$ cat src/hdl/mips_integer_execute_unit_top_defines.svh
// ---------------------------------------------------------------------------
// Assertion macros shared by the execute unit RTL.
// ---------------------------------------------------------------------------
`ifndef MIPS_INTEGER_EXECUTE_UNIT_TOP_DEFINES_SVH
`define MIPS_INTEGER_EXECUTE_UNIT_TOP_DEFINES_SVH

// Antecedent implies consequent in the same cycle.
`define MIE_ASSERT_NOW(label, clk, rst, ante, cons, msg) \
   label: assert property (@(posedge clk) disable iff (rst) (ante) |-> (cons)) \
      else $error(msg);

// Antecedent implies consequent in the next cycle.
`define MIE_ASSERT_NEXT(label, clk, rst, ante, cons, msg) \
   label: assert property (@(posedge clk) disable iff (rst) (ante) |=> (cons)) \
      else $error(msg);

`endif

$ cat src/hdl/mie_pkg.sv
`timescale 1ns / 1ps
// ---------------------------------------------------------------------------
// mie_pkg
// Opcodes, trap codes and interface types of the MIPS32 execute unit.
// ---------------------------------------------------------------------------
package mie_pkg;

   localparam int REG_COUNT = 32;

   localparam logic [5:0] OP_ADD   = 6'd0;
   localparam logic [5:0] OP_ADDU  = 6'd1;
   localparam logic [5:0] OP_AND   = 6'd2;
   localparam logic [5:0] OP_DIV   = 6'd3;
   localparam logic [5:0] OP_DIVU  = 6'd4;
   localparam logic [5:0] OP_JR    = 6'd5;
   localparam logic [5:0] OP_MFHI  = 6'd6;
   localparam logic [5:0] OP_MFLO  = 6'd7;
   localparam logic [5:0] OP_MTHI  = 6'd8;
   localparam logic [5:0] OP_MTLO  = 6'd9;
   localparam logic [5:0] OP_MULT  = 6'd10;
   localparam logic [5:0] OP_MULTU = 6'd11;
   localparam logic [5:0] OP_NOR   = 6'd12;
   localparam logic [5:0] OP_OR    = 6'd13;
   localparam logic [5:0] OP_SLL   = 6'd14;
   localparam logic [5:0] OP_SLT   = 6'd15;
   localparam logic [5:0] OP_SLTU  = 6'd16;
   localparam logic [5:0] OP_SRL   = 6'd17;
   localparam logic [5:0] OP_SUB   = 6'd18;
   localparam logic [5:0] OP_SUBU  = 6'd19;
   localparam logic [5:0] OP_XOR   = 6'd20;
   localparam logic [5:0] OP_ADDI  = 6'd21;
   localparam logic [5:0] OP_ADDIU = 6'd22;
   localparam logic [5:0] OP_ANDI  = 6'd23;
   localparam logic [5:0] OP_BEQ   = 6'd24;
   localparam logic [5:0] OP_BGEZ  = 6'd25;
   localparam logic [5:0] OP_BGTZ  = 6'd26;
   localparam logic [5:0] OP_BLEZ  = 6'd27;
   localparam logic [5:0] OP_BLTZ  = 6'd28;
   localparam logic [5:0] OP_BNE   = 6'd29;
   localparam logic [5:0] OP_LUI   = 6'd30;
   localparam logic [5:0] OP_ORI   = 6'd31;
   localparam logic [5:0] OP_SLTI  = 6'd32;
   localparam logic [5:0] OP_SLTIU = 6'd33;
   localparam logic [5:0] OP_XORI  = 6'd34;
   localparam logic [5:0] OP_J     = 6'd35;
   localparam logic [5:0] OP_JAL   = 6'd36;

   localparam logic [1:0] TRAP_NONE     = 2'd0;
   localparam logic [1:0] TRAP_OVERFLOW = 2'd1;
   localparam logic [1:0] TRAP_DIVIDE   = 2'd2;

   localparam logic [4:0] LINK_REG = 5'd31;

   // Start request to the multiply/divide unit.
   typedef struct packed {
      logic        go;
      logic        is_div;
      logic        is_signed;
      logic [31:0] a;
      logic [31:0] b;
   } md_req_type;

   // Completion from the multiply/divide unit.
   typedef struct packed {
      logic        done;
      logic [31:0] hi;
      logic [31:0] lo;
   } md_rsp_type;

   // Decoded outcome of one instruction.
   typedef struct packed {
      logic [1:0]  trap;
      logic        wr;
      logic [4:0]  widx;
      logic [31:0] wval;
      logic        jump;
      logic [31:0] target;
      logic        set_hi;
      logic        set_lo;
      logic        md_go;
      logic        md_div;
      logic        md_signed;
   } exec_type;

endpackage

$ cat src/hdl/mie_muldiv.sv
`timescale 1ns / 1ps
// ---------------------------------------------------------------------------
// mie_muldiv
// Iterative shift-add multiplier and restoring divider on one shared adder.
// ---------------------------------------------------------------------------
module mie_muldiv (
   input  logic               clock,
   input  logic               reset,
   input  mie_pkg::md_req_type md_req,
   output mie_pkg::md_rsp_type md_rsp
);
   import mie_pkg::*;

   localparam logic [1:0] MD_IDLE = 2'd0;
   localparam logic [1:0] MD_STEP = 2'd1;
   localparam logic [1:0] MD_FIX  = 2'd2;

   logic [1:0]  state_ff, state_in;
   logic [4:0]  cnt_ff, cnt_in;
   logic        done_ff, done_in;
   logic        div_ff, div_in;
   logic        neg_lo_ff, neg_lo_in;
   logic        neg_hi_ff, neg_hi_in;
   logic [31:0] opnd_ff, opnd_in;
   logic [32:0] hi_ff, hi_in;
   logic [31:0] lo_ff, lo_in;

   logic        na, nb, sub;
   logic [31:0] ma, mb;
   logic [32:0] add_x, add_y;
   logic [33:0] add_s;
   logic [63:0] prod_neg;

   assign na = md_req.is_signed & md_req.a[31];
   assign nb = md_req.is_signed & md_req.b[31];
   assign ma = na ? (32'd0 - md_req.a) : md_req.a;
   assign mb = nb ? (32'd0 - md_req.b) : md_req.b;

   // The single adder: accumulate for multiply, trial subtract for divide.
   always_comb begin
      sub = div_ff;
      if (div_ff) begin
         add_x = {hi_ff[31:0], lo_ff[31]};
         add_y = {1'b0, opnd_ff};
      end else begin
         add_x = {1'b0, hi_ff[31:0]};
         add_y = lo_ff[0] ? {1'b0, opnd_ff} : 33'd0;
      end
      add_s = {1'b0, add_x} + {1'b0, add_y ^ {33{sub}}} + {33'd0, sub};
   end

   assign prod_neg = 64'd0 - {hi_ff[31:0], lo_ff};

   always_comb begin
      state_in  = state_ff;
      cnt_in    = cnt_ff;
      done_in   = 1'b0;
      div_in    = div_ff;
      neg_lo_in = neg_lo_ff;
      neg_hi_in = neg_hi_ff;
      opnd_in   = opnd_ff;
      hi_in     = hi_ff;
      lo_in     = lo_ff;
      unique case (state_ff)
         MD_IDLE: begin
            if (md_req.go) begin
               state_in  = MD_STEP;
               cnt_in    = 5'd0;
               div_in    = md_req.is_div;
               hi_in     = 33'd0;
               neg_lo_in = na ^ nb;
               neg_hi_in = md_req.is_div ? na : (na ^ nb);
               opnd_in   = md_req.is_div ? mb : ma;
               lo_in     = md_req.is_div ? ma : mb;
            end
         end
         MD_STEP: begin
            if (div_ff) begin
               hi_in = add_s[33] ? add_s[32:0] : add_x;
               lo_in = {lo_ff[30:0], add_s[33]};
            end else begin
               hi_in = {1'b0, add_s[32:1]};
               lo_in = {add_s[0], lo_ff[31:1]};
            end
            cnt_in = cnt_ff + 5'd1;
            if (cnt_ff == 5'd31) begin
               state_in = MD_FIX;
            end
         end
         MD_FIX: begin
            if (div_ff) begin
               lo_in = neg_lo_ff ? (32'd0 - lo_ff) : lo_ff;
               hi_in = {1'b0, neg_hi_ff ? (32'd0 - hi_ff[31:0]) : hi_ff[31:0]};
            end else if (neg_lo_ff) begin
               hi_in = {1'b0, prod_neg[63:32]};
               lo_in = prod_neg[31:0];
            end
            done_in  = 1'b1;
            state_in = MD_IDLE;
         end
         default: begin
            state_in = MD_IDLE;
         end
      endcase
   end

   always_ff @(posedge clock) begin
      if (reset) begin
         state_ff <= MD_IDLE;
         done_ff  <= 1'b0;
      end else begin
         state_ff <= state_in;
         done_ff  <= done_in;
      end
      cnt_ff    <= cnt_in;
      div_ff    <= div_in;
      neg_lo_ff <= neg_lo_in;
      neg_hi_ff <= neg_hi_in;
      opnd_ff   <= opnd_in;
      hi_ff     <= hi_in;
      lo_ff     <= lo_in;
   end

   assign md_rsp.done = done_ff;
   assign md_rsp.hi   = hi_ff[31:0];
   assign md_rsp.lo   = lo_ff;

endmodule

$ cat src/hdl/mie_alu.sv
`timescale 1ns / 1ps
// ---------------------------------------------------------------------------
// mie_alu
// Decodes one instruction and computes its outcome combinationally.
// ---------------------------------------------------------------------------
module mie_alu (
   input  logic [5:0]       opcode,
   input  logic [4:0]       dest_reg,
   input  logic [4:0]       src_b_reg,
   input  logic [4:0]       shift_amount,
   input  logic [15:0]      imm_value,
   input  logic [25:0]      jump_target,
   input  logic [31:0]      a,
   input  logic [31:0]      b,
   input  logic [31:0]      hi,
   input  logic [31:0]      lo,
   input  logic [31:0]      pc_plus1,
   output mie_pkg::exec_type res
);
   import mie_pkg::*;

   logic [31:0] si, zi, sum_ab, dif_ab, sum_ai;

   assign si     = {{16{imm_value[15]}}, imm_value};
   assign zi     = {16'd0, imm_value};
   assign sum_ab = a + b;
   assign dif_ab = a - b;
   assign sum_ai = a + si;

   always_comb begin
      res           = '0;
      res.target    = zi;
      res.md_signed = (opcode == OP_DIV) || (opcode == OP_MULT);
      unique case (opcode)
         OP_ADD: begin
            if (((a ^ sum_ab) & (b ^ sum_ab)) >> 31 != 32'd0) begin
               res.trap = TRAP_OVERFLOW;
            end else begin
               res.wr = 1'b1; res.widx = dest_reg; res.wval = sum_ab;
            end
         end
         OP_ADDU:  begin res.wr = 1'b1; res.widx = dest_reg; res.wval = sum_ab; end
         OP_AND:   begin res.wr = 1'b1; res.widx = dest_reg; res.wval = a & b; end
         OP_DIV: begin
            if (b == 32'd0 || (a == 32'h8000_0000 && b == 32'hFFFF_FFFF)) begin
               res.trap = TRAP_DIVIDE;
            end else begin
               res.md_go = 1'b1; res.md_div = 1'b1;
            end
         end
         OP_DIVU: begin
            if (b == 32'd0) begin
               res.trap = TRAP_DIVIDE;
            end else begin
               res.md_go = 1'b1; res.md_div = 1'b1;
            end
         end
         OP_JR:    begin res.jump = 1'b1; res.target = a; end
         OP_MFHI:  begin res.wr = 1'b1; res.widx = dest_reg; res.wval = hi; end
         OP_MFLO:  begin res.wr = 1'b1; res.widx = dest_reg; res.wval = lo; end
         OP_MTHI:  res.set_hi = 1'b1;
         OP_MTLO:  res.set_lo = 1'b1;
         OP_MULT, OP_MULTU: res.md_go = 1'b1;
         OP_NOR:   begin res.wr = 1'b1; res.widx = dest_reg; res.wval = ~(a | b); end
         OP_OR:    begin res.wr = 1'b1; res.widx = dest_reg; res.wval = a | b; end
         OP_SLL:   begin res.wr = 1'b1; res.widx = dest_reg; res.wval = b << shift_amount; end
         OP_SLT: begin
            res.wr = 1'b1; res.widx = dest_reg;
            res.wval = {31'd0, $signed(a) < $signed(b)};
         end
         OP_SLTU:  begin res.wr = 1'b1; res.widx = dest_reg; res.wval = {31'd0, a < b}; end
         OP_SRL:   begin res.wr = 1'b1; res.widx = dest_reg; res.wval = b >> shift_amount; end
         OP_SUB: begin
            if (((a ^ b) & (a ^ dif_ab)) >> 31 != 32'd0) begin
               res.trap = TRAP_OVERFLOW;
            end else begin
               res.wr = 1'b1; res.widx = dest_reg; res.wval = dif_ab;
            end
         end
         OP_SUBU:  begin res.wr = 1'b1; res.widx = dest_reg; res.wval = dif_ab; end
         OP_XOR:   begin res.wr = 1'b1; res.widx = dest_reg; res.wval = a ^ b; end
         OP_ADDI: begin
            if (((a ^ sum_ai) & (si ^ sum_ai)) >> 31 != 32'd0) begin
               res.trap = TRAP_OVERFLOW;
            end else begin
               res.wr = 1'b1; res.widx = src_b_reg; res.wval = sum_ai;
            end
         end
         OP_ADDIU: begin res.wr = 1'b1; res.widx = src_b_reg; res.wval = sum_ai; end
         OP_ANDI:  begin res.wr = 1'b1; res.widx = src_b_reg; res.wval = a & zi; end
         OP_BEQ:   res.jump = (a == b);
         OP_BGEZ:  res.jump = !a[31];
         OP_BGTZ:  res.jump = !a[31] && (a != 32'd0);
         OP_BLEZ:  res.jump = a[31] || (a == 32'd0);
         OP_BLTZ:  res.jump = a[31];
         OP_BNE:   res.jump = (a != b);
         OP_LUI:   begin res.wr = 1'b1; res.widx = src_b_reg; res.wval = zi << 16; end
         OP_ORI:   begin res.wr = 1'b1; res.widx = src_b_reg; res.wval = a | zi; end
         OP_SLTI: begin
            res.wr = 1'b1; res.widx = src_b_reg;
            res.wval = {31'd0, $signed(a) < $signed(si)};
         end
         OP_SLTIU: begin res.wr = 1'b1; res.widx = src_b_reg; res.wval = {31'd0, a < si}; end
         OP_XORI:  begin res.wr = 1'b1; res.widx = src_b_reg; res.wval = a ^ zi; end
         OP_J:     begin res.jump = 1'b1; res.target = {6'd0, jump_target}; end
         OP_JAL: begin
            res.jump = 1'b1; res.target = {6'd0, jump_target};
            res.wr = 1'b1; res.widx = LINK_REG; res.wval = pc_plus1;
         end
         default: begin
            res.target = zi;
         end
      endcase
   end

endmodule

$ cat src/hdl/mips_integer_execute_unit_top.sv
`timescale 1ns / 1ps
// Each request passes through the execute state to the response state; mult,
// multu, div and divu wait between the two for the shared unit (32 steps and
// a sign fix-up, then a registered done). One request is in flight at a time,
// so a new request is taken only once the previous response has been taken.
// Synchronous reset clears the registers, HI, LO and the pc.
// ---------------------------------------------------------------------------
// mips_integer_execute_unit_top
// Executes one decoded MIPS32 integer instruction per request against the
// register file, HI, LO and the instruction-index program counter.
// ---------------------------------------------------------------------------
`include "mips_integer_execute_unit_top_defines.svh"
module mips_integer_execute_unit_top #(
   parameter int PC_BITS = 26
) (
   input  logic               clock,
   input  logic               reset,
   input  logic               req_valid,
   output logic               req_stall,
   input  logic [5:0]         req_opcode,
   input  logic [4:0]         req_dest_reg,
   input  logic [4:0]         req_src_a_reg,
   input  logic [4:0]         req_src_b_reg,
   input  logic [4:0]         req_shift_amount,
   input  logic [15:0]        req_imm_value,
   input  logic [25:0]        req_jump_target,
   output logic               rsp_valid,
   input  logic               rsp_stall,
   output logic [PC_BITS-1:0] rsp_next_pc,
   output logic [1:0]         rsp_trap_code,
   output logic               rsp_reg_written,
   output logic [4:0]         rsp_written_index,
   output logic [31:0]        rsp_written_value
);
   import mie_pkg::*;

   // Sequencer states.
   localparam logic [1:0] ST_IDLE = 2'd0;
   localparam logic [1:0] ST_EXEC = 2'd1;
   localparam logic [1:0] ST_MDWT = 2'd2;
   localparam logic [1:0] ST_RESP = 2'd3;

   logic [1:0]  state_ff, state_in;

   // The captured request.
   logic [5:0]  op_ff;
   logic [4:0]  rd_ff, rt_ff, sa_ff;
   logic [15:0] imm_ff;
   logic [25:0] tgt_ff;

   // Register file: a memory with a valid bit per entry so that reset reads
   // as zero at once. Entry zero is never written and so always reads zero.
   logic [31:0] rf_mem [REG_COUNT];
   logic [REG_COUNT-1:0] rf_vld_ff;
   logic [31:0] rd_a_ff, rd_b_ff;
   logic        vld_a_ff, vld_b_ff;
   logic [31:0] a, b;

   logic [31:0] hi_ff, lo_ff;
   logic [PC_BITS-1:0] pc_ff, pc_plus1;

   logic [PC_BITS-1:0] rsp_pc_ff, rsp_pc_in;
   logic [1:0]  rsp_trap_ff, rsp_trap_in;
   logic        rsp_wr_ff, rsp_wr_in;
   logic [4:0]  rsp_idx_ff, rsp_idx_in;
   logic [31:0] rsp_val_ff, rsp_val_in;

   logic        accept, exec_commit, wr_eff;
   exec_type    ex;
   md_req_type  md_req;
   md_rsp_type  md_rsp;

   assign accept    = req_valid && !req_stall;
   assign req_stall = (state_ff != ST_IDLE);
   assign rsp_valid = (state_ff == ST_RESP);
   assign pc_plus1  = PC_BITS'(pc_ff + 1'b1);

   assign a = vld_a_ff ? rd_a_ff : 32'd0;
   assign b = vld_b_ff ? rd_b_ff : 32'd0;

   mie_alu u_alu (
      .opcode       (op_ff),
      .dest_reg     (rd_ff),
      .src_b_reg    (rt_ff),
      .shift_amount (sa_ff),
      .imm_value    (imm_ff),
      .jump_target  (tgt_ff),
      .a            (a),
      .b            (b),
      .hi           (hi_ff),
      .lo           (lo_ff),
      .pc_plus1     (32'(pc_plus1)),
      .res          (ex)
   );

   assign md_req.go        = (state_ff == ST_EXEC) && ex.md_go;
   assign md_req.is_div    = ex.md_div;
   assign md_req.is_signed = ex.md_signed;
   assign md_req.a         = a;
   assign md_req.b         = b;

   mie_muldiv u_muldiv (
      .clock  (clock),
      .reset  (reset),
      .md_req (md_req),
      .md_rsp (md_rsp)
   );

   // An instruction that does not use the multiply/divide unit commits in the
   // execute state; a trap commits nothing and leaves the pc where it was.
   assign exec_commit = (state_ff == ST_EXEC) && !ex.md_go;
   assign wr_eff      = (ex.trap == TRAP_NONE) && ex.wr && (ex.widx != 5'd0);

   always_comb begin
      state_in    = state_ff;
      rsp_pc_in   = rsp_pc_ff;
      rsp_trap_in = rsp_trap_ff;
      rsp_wr_in   = rsp_wr_ff;
      rsp_idx_in  = rsp_idx_ff;
      rsp_val_in  = rsp_val_ff;
      unique case (state_ff)
         ST_IDLE: begin
            if (accept) begin
               state_in = ST_EXEC;
            end
         end
         ST_EXEC: begin
            if (ex.md_go) begin
               state_in = ST_MDWT;
            end else begin
               state_in    = ST_RESP;
               rsp_trap_in = ex.trap;
               rsp_wr_in   = wr_eff;
               rsp_idx_in  = wr_eff ? ex.widx : 5'd0;
               rsp_val_in  = wr_eff ? ex.wval : 32'd0;
               if (ex.trap != TRAP_NONE) begin
                  rsp_pc_in = pc_ff;
               end else if (ex.jump) begin
                  rsp_pc_in = ex.target[PC_BITS-1:0];
               end else begin
                  rsp_pc_in = pc_plus1;
               end
            end
         end
         ST_MDWT: begin
            if (md_rsp.done) begin
               state_in    = ST_RESP;
               rsp_pc_in   = pc_plus1;
               rsp_trap_in = TRAP_NONE;
               rsp_wr_in   = 1'b0;
               rsp_idx_in  = 5'd0;
               rsp_val_in  = 32'd0;
            end
         end
         ST_RESP: begin
            if (!rsp_stall) begin
               state_in = ST_IDLE;
            end
         end
         default: begin
            state_in = ST_IDLE;
         end
      endcase
   end

   always_ff @(posedge clock) begin
      if (reset) begin
         state_ff  <= ST_IDLE;
         rf_vld_ff <= '0;
         hi_ff     <= 32'd0;
         lo_ff     <= 32'd0;
         pc_ff     <= '0;
      end else begin
         state_ff <= state_in;
         if (exec_commit) begin
            if (wr_eff) begin
               rf_vld_ff[ex.widx] <= 1'b1;
            end
            if (ex.trap == TRAP_NONE) begin
               if (ex.set_hi) begin
                  hi_ff <= a;
               end
               if (ex.set_lo) begin
                  lo_ff <= a;
               end
            end
            pc_ff <= rsp_pc_in;
         end else if (state_ff == ST_MDWT && md_rsp.done) begin
            hi_ff <= md_rsp.hi;
            lo_ff <= md_rsp.lo;
            pc_ff <= pc_plus1;
         end
      end
   end

   // Register file write and registered reads.
   always_ff @(posedge clock) begin
      if (exec_commit && wr_eff) begin
         rf_mem[ex.widx] <= ex.wval;
      end
      if (accept) begin
         rd_a_ff  <= rf_mem[req_src_a_reg];
         rd_b_ff  <= rf_mem[req_src_b_reg];
         vld_a_ff <= rf_vld_ff[req_src_a_reg];
         vld_b_ff <= rf_vld_ff[req_src_b_reg];
         op_ff    <= req_opcode;
         rd_ff    <= req_dest_reg;
         rt_ff    <= req_src_b_reg;
         sa_ff    <= req_shift_amount;
         imm_ff   <= req_imm_value;
         tgt_ff   <= req_jump_target;
      end
      rsp_pc_ff   <= rsp_pc_in;
      rsp_trap_ff <= rsp_trap_in;
      rsp_wr_ff   <= rsp_wr_in;
      rsp_idx_ff  <= rsp_idx_in;
      rsp_val_ff  <= rsp_val_in;
   end

   assign rsp_next_pc       = rsp_pc_ff;
   assign rsp_trap_code     = rsp_trap_ff;
   assign rsp_reg_written   = rsp_wr_ff;
   assign rsp_written_index = rsp_idx_ff;
   assign rsp_written_value = rsp_val_ff;

   // Register zero must never be marked as written.
   `MIE_ASSERT_NOW(a_zero_invalid, clock, reset, 1'b1, !rf_vld_ff[0], "register zero written")
   // A trapped response reports no register write.
   `MIE_ASSERT_NOW(a_trap_no_write, clock, reset, rsp_valid && (rsp_trap_code != TRAP_NONE), !rsp_reg_written, "trap with write")
   // An accepted request always moves on to the execute state.
   `MIE_ASSERT_NEXT(a_accept_exec, clock, reset, accept, state_ff == ST_EXEC, "accept lost")
   // The shared unit only finishes while the sequencer waits for it.
   `MIE_ASSERT_NOW(a_done_in_wait, clock, reset, md_rsp.done, state_ff == ST_MDWT, "stray unit completion")

endmodule

$ cat config.mk
export PLATFORM = sky130hd
export DESIGN_NAME = mips_integer_execute_unit_top
export DESIGN_NICKNAME = d
export VERILOG_FILES = /design/src/hdl/mie_pkg.sv /design/src/hdl/mie_muldiv.sv /design/src/hdl/mie_alu.sv /design/src/hdl/mips_integer_execute_unit_top.sv
export VERILOG_INCLUDE_DIRS = /design/src /design/src/hdl
export SDC_FILE = /design/constraint.sdc
export NUM_CORES = 2
export LEC_CHECK = 0
export ABC_CLOCK_PERIOD_IN_PS = 20000
export BUFFER_PORTS_ARGS = -buffer_cell sky130_fd_sc_hd__buf_2
export CORE_UTILIZATION = 45
export CTS_CLUSTER_DIAMETER = 30
export DETAILED_ROUTE_END_ITERATION = 8
export SLEW_MARGIN = 15
export SYNTH_ARGS = -nofsm -noshare
export SYNTH_HDL_FRONTEND = slang
export SYNTH_SLANG_ARGS = --single-unit
$ cat constraint.sdc
create_clock -name clock -period 20 [get_ports clock]
set_clock_uncertainty 0.15 [all_clocks]
set_input_delay 2 -clock clock [delete_from_list [all_inputs] [get_ports clock]]
set_output_delay 2 -clock clock [all_outputs]
set_load 0.02 [all_outputs]
==> impl_metrics.yaml <==
yosys:
  synth.distinct_cells: 109
  syn_avg_cell_area_um2: 12.8
  synth_flop_cell: "edfxtp_1"
  synth-edff-count: 1297
  yosysSeqAreaShare_pct: 49.9
  synthArstFlopShare_pct: 0
  ys_ff_latch: 1450
  syn_inst: 6596
  synthesis.area_mm2: 0.0843
  yosysWarningCount: 0
route:
  route.detailed.drc: 0
  via_per_inst: 6.67
  first_pass_iters: 9
  avgRoutedWirePerCell_um: 36.5
  ant_nets: 0
  drt-initial-drc-count: 7651
  vias: 63600
  drt_wl_total_mm: 348
worst_setup_path:
  cp_max_fo: 46
  reg2reg_to: "rf_mem[14][9]$_DFFE_PP_"
  crit_type: "reg -> reg"
  rr_worst_depth: 20
  arrival_ns: 9.32
  r2r_slack_ns: 11.06
  worstSetupStartpointType: "register"
  crit_required_ns: 20.38
  r2r_start: "vld_b_ff$_DFFE_PP_"
  cp-end-kind: "register"
global_routing:
  grt_max_degree: 105
  met2_usage_pct: 56.6
  grt_pass1_wl_mm: 485
  antenna_found_initial: 27
  grt_pass1_vias: 62600
  grt_overflow: 0
  track_usage_pct: 36.4
  use_met1_pct: 44.8
  grt_use_met3_pct: 7.54
  busiest_layer: "met2"
cells_and_area:
  fin_util_pct: 53.5
  drive_gt1_share_pct: 25.9
  final_area_mm2: 0.0993
  area_growth_pct: 17.9
  nets: 7016
die:
  core-area_mm2: 0.186
  die_y_um: 435
  row_count: 158
  io_pins: 140
  die_w_um: 435
  start_util_pct: 45.4
  die-area_mm2: 0.189
clocking:
  cts_tree: "yes"
  postCtsHoldBufs: 0
  cts_buffer_depth: 4
  cts_buffers: 334
  root_buffer: "clkbuf_16"
  path_clk_slew_ns: 0.04
  insertion_delay_ns: 0.95
  cts_max_level: 5
  cts_setup_buffers: 0
  cts.sinks: 1450
  cts_resized: 0
place:
  placed_cell_area_mm2: 0.0881
  pre_cts_ws_ns: 11.31
  place.gp.congestion: 1.08
  io_buffers: 139
  dp_hpwl_mm: 239
hold_path:
  min-delay-start: "rf_vld_ff[7]$_SDFFE_PP0P_"
  hold_depth: 2
  hold_end: "rf_vld_ff[7]$_SDFFE_PP0P_"
  hp-class: "reg -> reg"
sta:
  drv_slew: 0
  fmax_ghz: 0.112
  fin_crit_sh_pct: 44.7
  finalHoldViolCount: 0
  max_slew.worst_pin.slew_ns: 1.36
  min_period_ns: 8.94
  maxSlewHeadroom_pct: 9.25
  grt_setup_unrepaired: "no"
  setup_viol: 0
  setup_tns_ns: 0
  layout_setup_ws_ns: 11.06
outcome:
  status: "completed"
pwr:
  irDropWorstVdd_uv: 128
  cellPowerDensity_mw_per_mm2: 135
  p_leak_uw: 0.0337
  finalPower_uw: 13500
run:
  drv_cap: 0
==> cells in the final DEF, fill, tap and decap left out, types with 37 or more instances in the layout <==
master / count
buf_4: 204
a221oi_1: 52
nor2b_1: 53
buf_2: 130
dfxtp_1: 153
o22ai_1: 54
xnor2_1: 191
inv_1: 140
nand3_1: 102
mux2i_1: 142
nand2b_1: 44
o211ai_1: 56
clkinv_1: 40
a211oi_1: 111
clkinv_2: 51
bufinv_16: 47
a31oi_1: 48
clkinvlp_4: 37
nor2_1: 561
nor3_1: 87
o21ai_0: 286
clkbuf_16: 338
clkbuf_1: 37
edfxtp_1: 1297
a22oi_1: 37
ha_1: 156
xor2_1: 89
nor4_1: 41
mux2_2: 130
nand2_1: 435
mux4_2: 670
a21oi_1: 429
a21o_1: 37
==> cells by family (layout without fill, tap and decap cells) <==
family | count (synthesis) | count (layout) | share of synthesized area (%)
muxes | 942 | 942 | 21.3
xor gates and xnor gates | 285 | 285 | 2.99
and+or+nand+nor | 1581 | 1581 | 8.53
DFF | 1450 | 1450 | 49.9
other | 1 | 47 | 0.00445
adders and majority gates | 163 | 163 | 2.44
buffers and inverters | 682 | 1089 | 3.16
AOI/OAI and AO/OA | 1492 | 1492 | 11.7
==> area by class of cell <==
type                       instances  area (um2)
fill                           15500       86300
clock buffer                     378        8640
timing repair buffer             343        2320
clock inverter                   209        2470
antenna                           15        37.5
tap                             2480        3100
multi-input combinational       4495       40100
inverter                         159         597
sequential                      1450       42000
==> synth_stat cells (22+ instances only) <==
cell,number,area (um2)
inv_1,143,537
mux2i_1,142,1420
dfxtp_1,153,3060
nand4_1,30,188
o21a_1,32,240
ha_1,158,1980
nor4_1,41,257
mux4_2,670,15100
a21oi_1,430,2150
o221ai_1,34,298
a21o_1,37,278
buf_1,85,319
nor3_1,97,485
a22oi_1,38,285
a221oi_1,53,464
or2_2,25,156
a31oi_1,48,300
nand3_1,102,510
edfxtp_1,1297,38900
o21ai_0,290,1450
mux2_2,130,1460
clkbuf_1,396,1490
nor2b_1,53,332
xnor2_1,193,1690
o31ai_1,28,210
nor2_1,590,2210
o211ai_1,56,420
or3_1,22,138
buf_2,32,160
o22ai_1,54,338
xor2_1,89,780
a211oi_1,111,833
and2_1,37,231
nand2b_1,44,275
nand2_1,441,1660
and3_1,30,188
==> metrics by stage <==
| stage | std cells | hold slack [ns] |
|---|---|---|
| finish | 9529 | 0.310 |
| global route | 9517 | 0.329 |
| floorplan | 6627 | 0.282 |
| CTS | 9513 | 0.312 |
| global placement | 8926 | 0.300 |
| detailed placement | 8926 | 0.309 |
==> worst max path at each step <==
stage | endpoint | slack (ns) | from | cells past startpoint
2_1_floorplan | rf_mem[16][0]$_DFFE_PP_ | 11.38 | vld_b_ff$_DFFE_PP_ | 23
3_3_place_gp | rf_mem[12][19]$_DFFE_PP_ | 11.28 | vld_b_ff$_DFFE_PP_ | 20
3_5_place_dp | rf_mem[14][19]$_DFFE_PP_ | 11.31 | vld_b_ff$_DFFE_PP_ | 20
4_1_cts | rf_mem[26][8]$_DFFE_PP_ | 11.29 | vld_b_ff$_DFFE_PP_ | 20
5_1_grt | rf_mem[15][7]$_DFFE_PP_ | 10.86 | vld_b_ff$_DFFE_PP_ | 20
6_report | rf_mem[14][9]$_DFFE_PP_ | 11.06 | vld_b_ff$_DFFE_PP_ | 20
==> sequential cells by signal, indices dropped and copies added (netlist names), 5 cells and up <==
name and count:
hi_ff 32, rsp_written_index 5, u_muldiv.opnd_ff 32, u_muldiv.cnt_ff 5
rf_vld_ff 32, rd_ff 5, rf_mem 1024, rt_ff 5
u_muldiv.lo_ff 32, rsp_written_value 32, op_ff 6, tgt_ff 26
u_muldiv.hi_ff 32, pc_ff 26, imm_ff 16, rd_a_ff 32
lo_ff 32, sa_ff 5, rd_b_ff 32, rsp_next_pc 26
==> worst max-delay path, cell delays in order (launching register included) <==
cell	delay [ns]
edfxtp_1	0.51
buf_4	0.52
buf_4	0.59
nand2_1	0.33
ha_1	0.51
nor3b_1	0.25
a211oi_1	0.15
o31a_1	0.35
o311ai_1	0.48
buf_4	0.24
a21o_1	0.51
mux2i_1	0.22
a311oi_2	0.29
buf_4	0.27
or2_1	0.13
buf_4	0.45
or3_1	0.36
a221o_1	0.75
nand3_1	0.60
nor2_4	0.23
buf_4	0.52
==> per-layer routing <==
| layer | part of all wire [%] | vias up |
|---|---|---|
| met5 | 0.026 | - |
| met1 | 37 | 32400 |
| met3 | 8.5 | 983 |
| li1 | - | 26500 |
| met2 | 46 | 3622 |
| met4 | 8.7 | 16 |
==> power breakdown <==
group	switching, uW	total (uW)	internal [uW]	leakage (uW)
Clock	1740	5420	3680	0.00534
Combinational	2710	3820	1100	0.0151
Sequential	307	4210	3910	0.0132
Total	4760	13500	8690	0.0337
No activity file was read; power rests on OpenSTA's default activity.
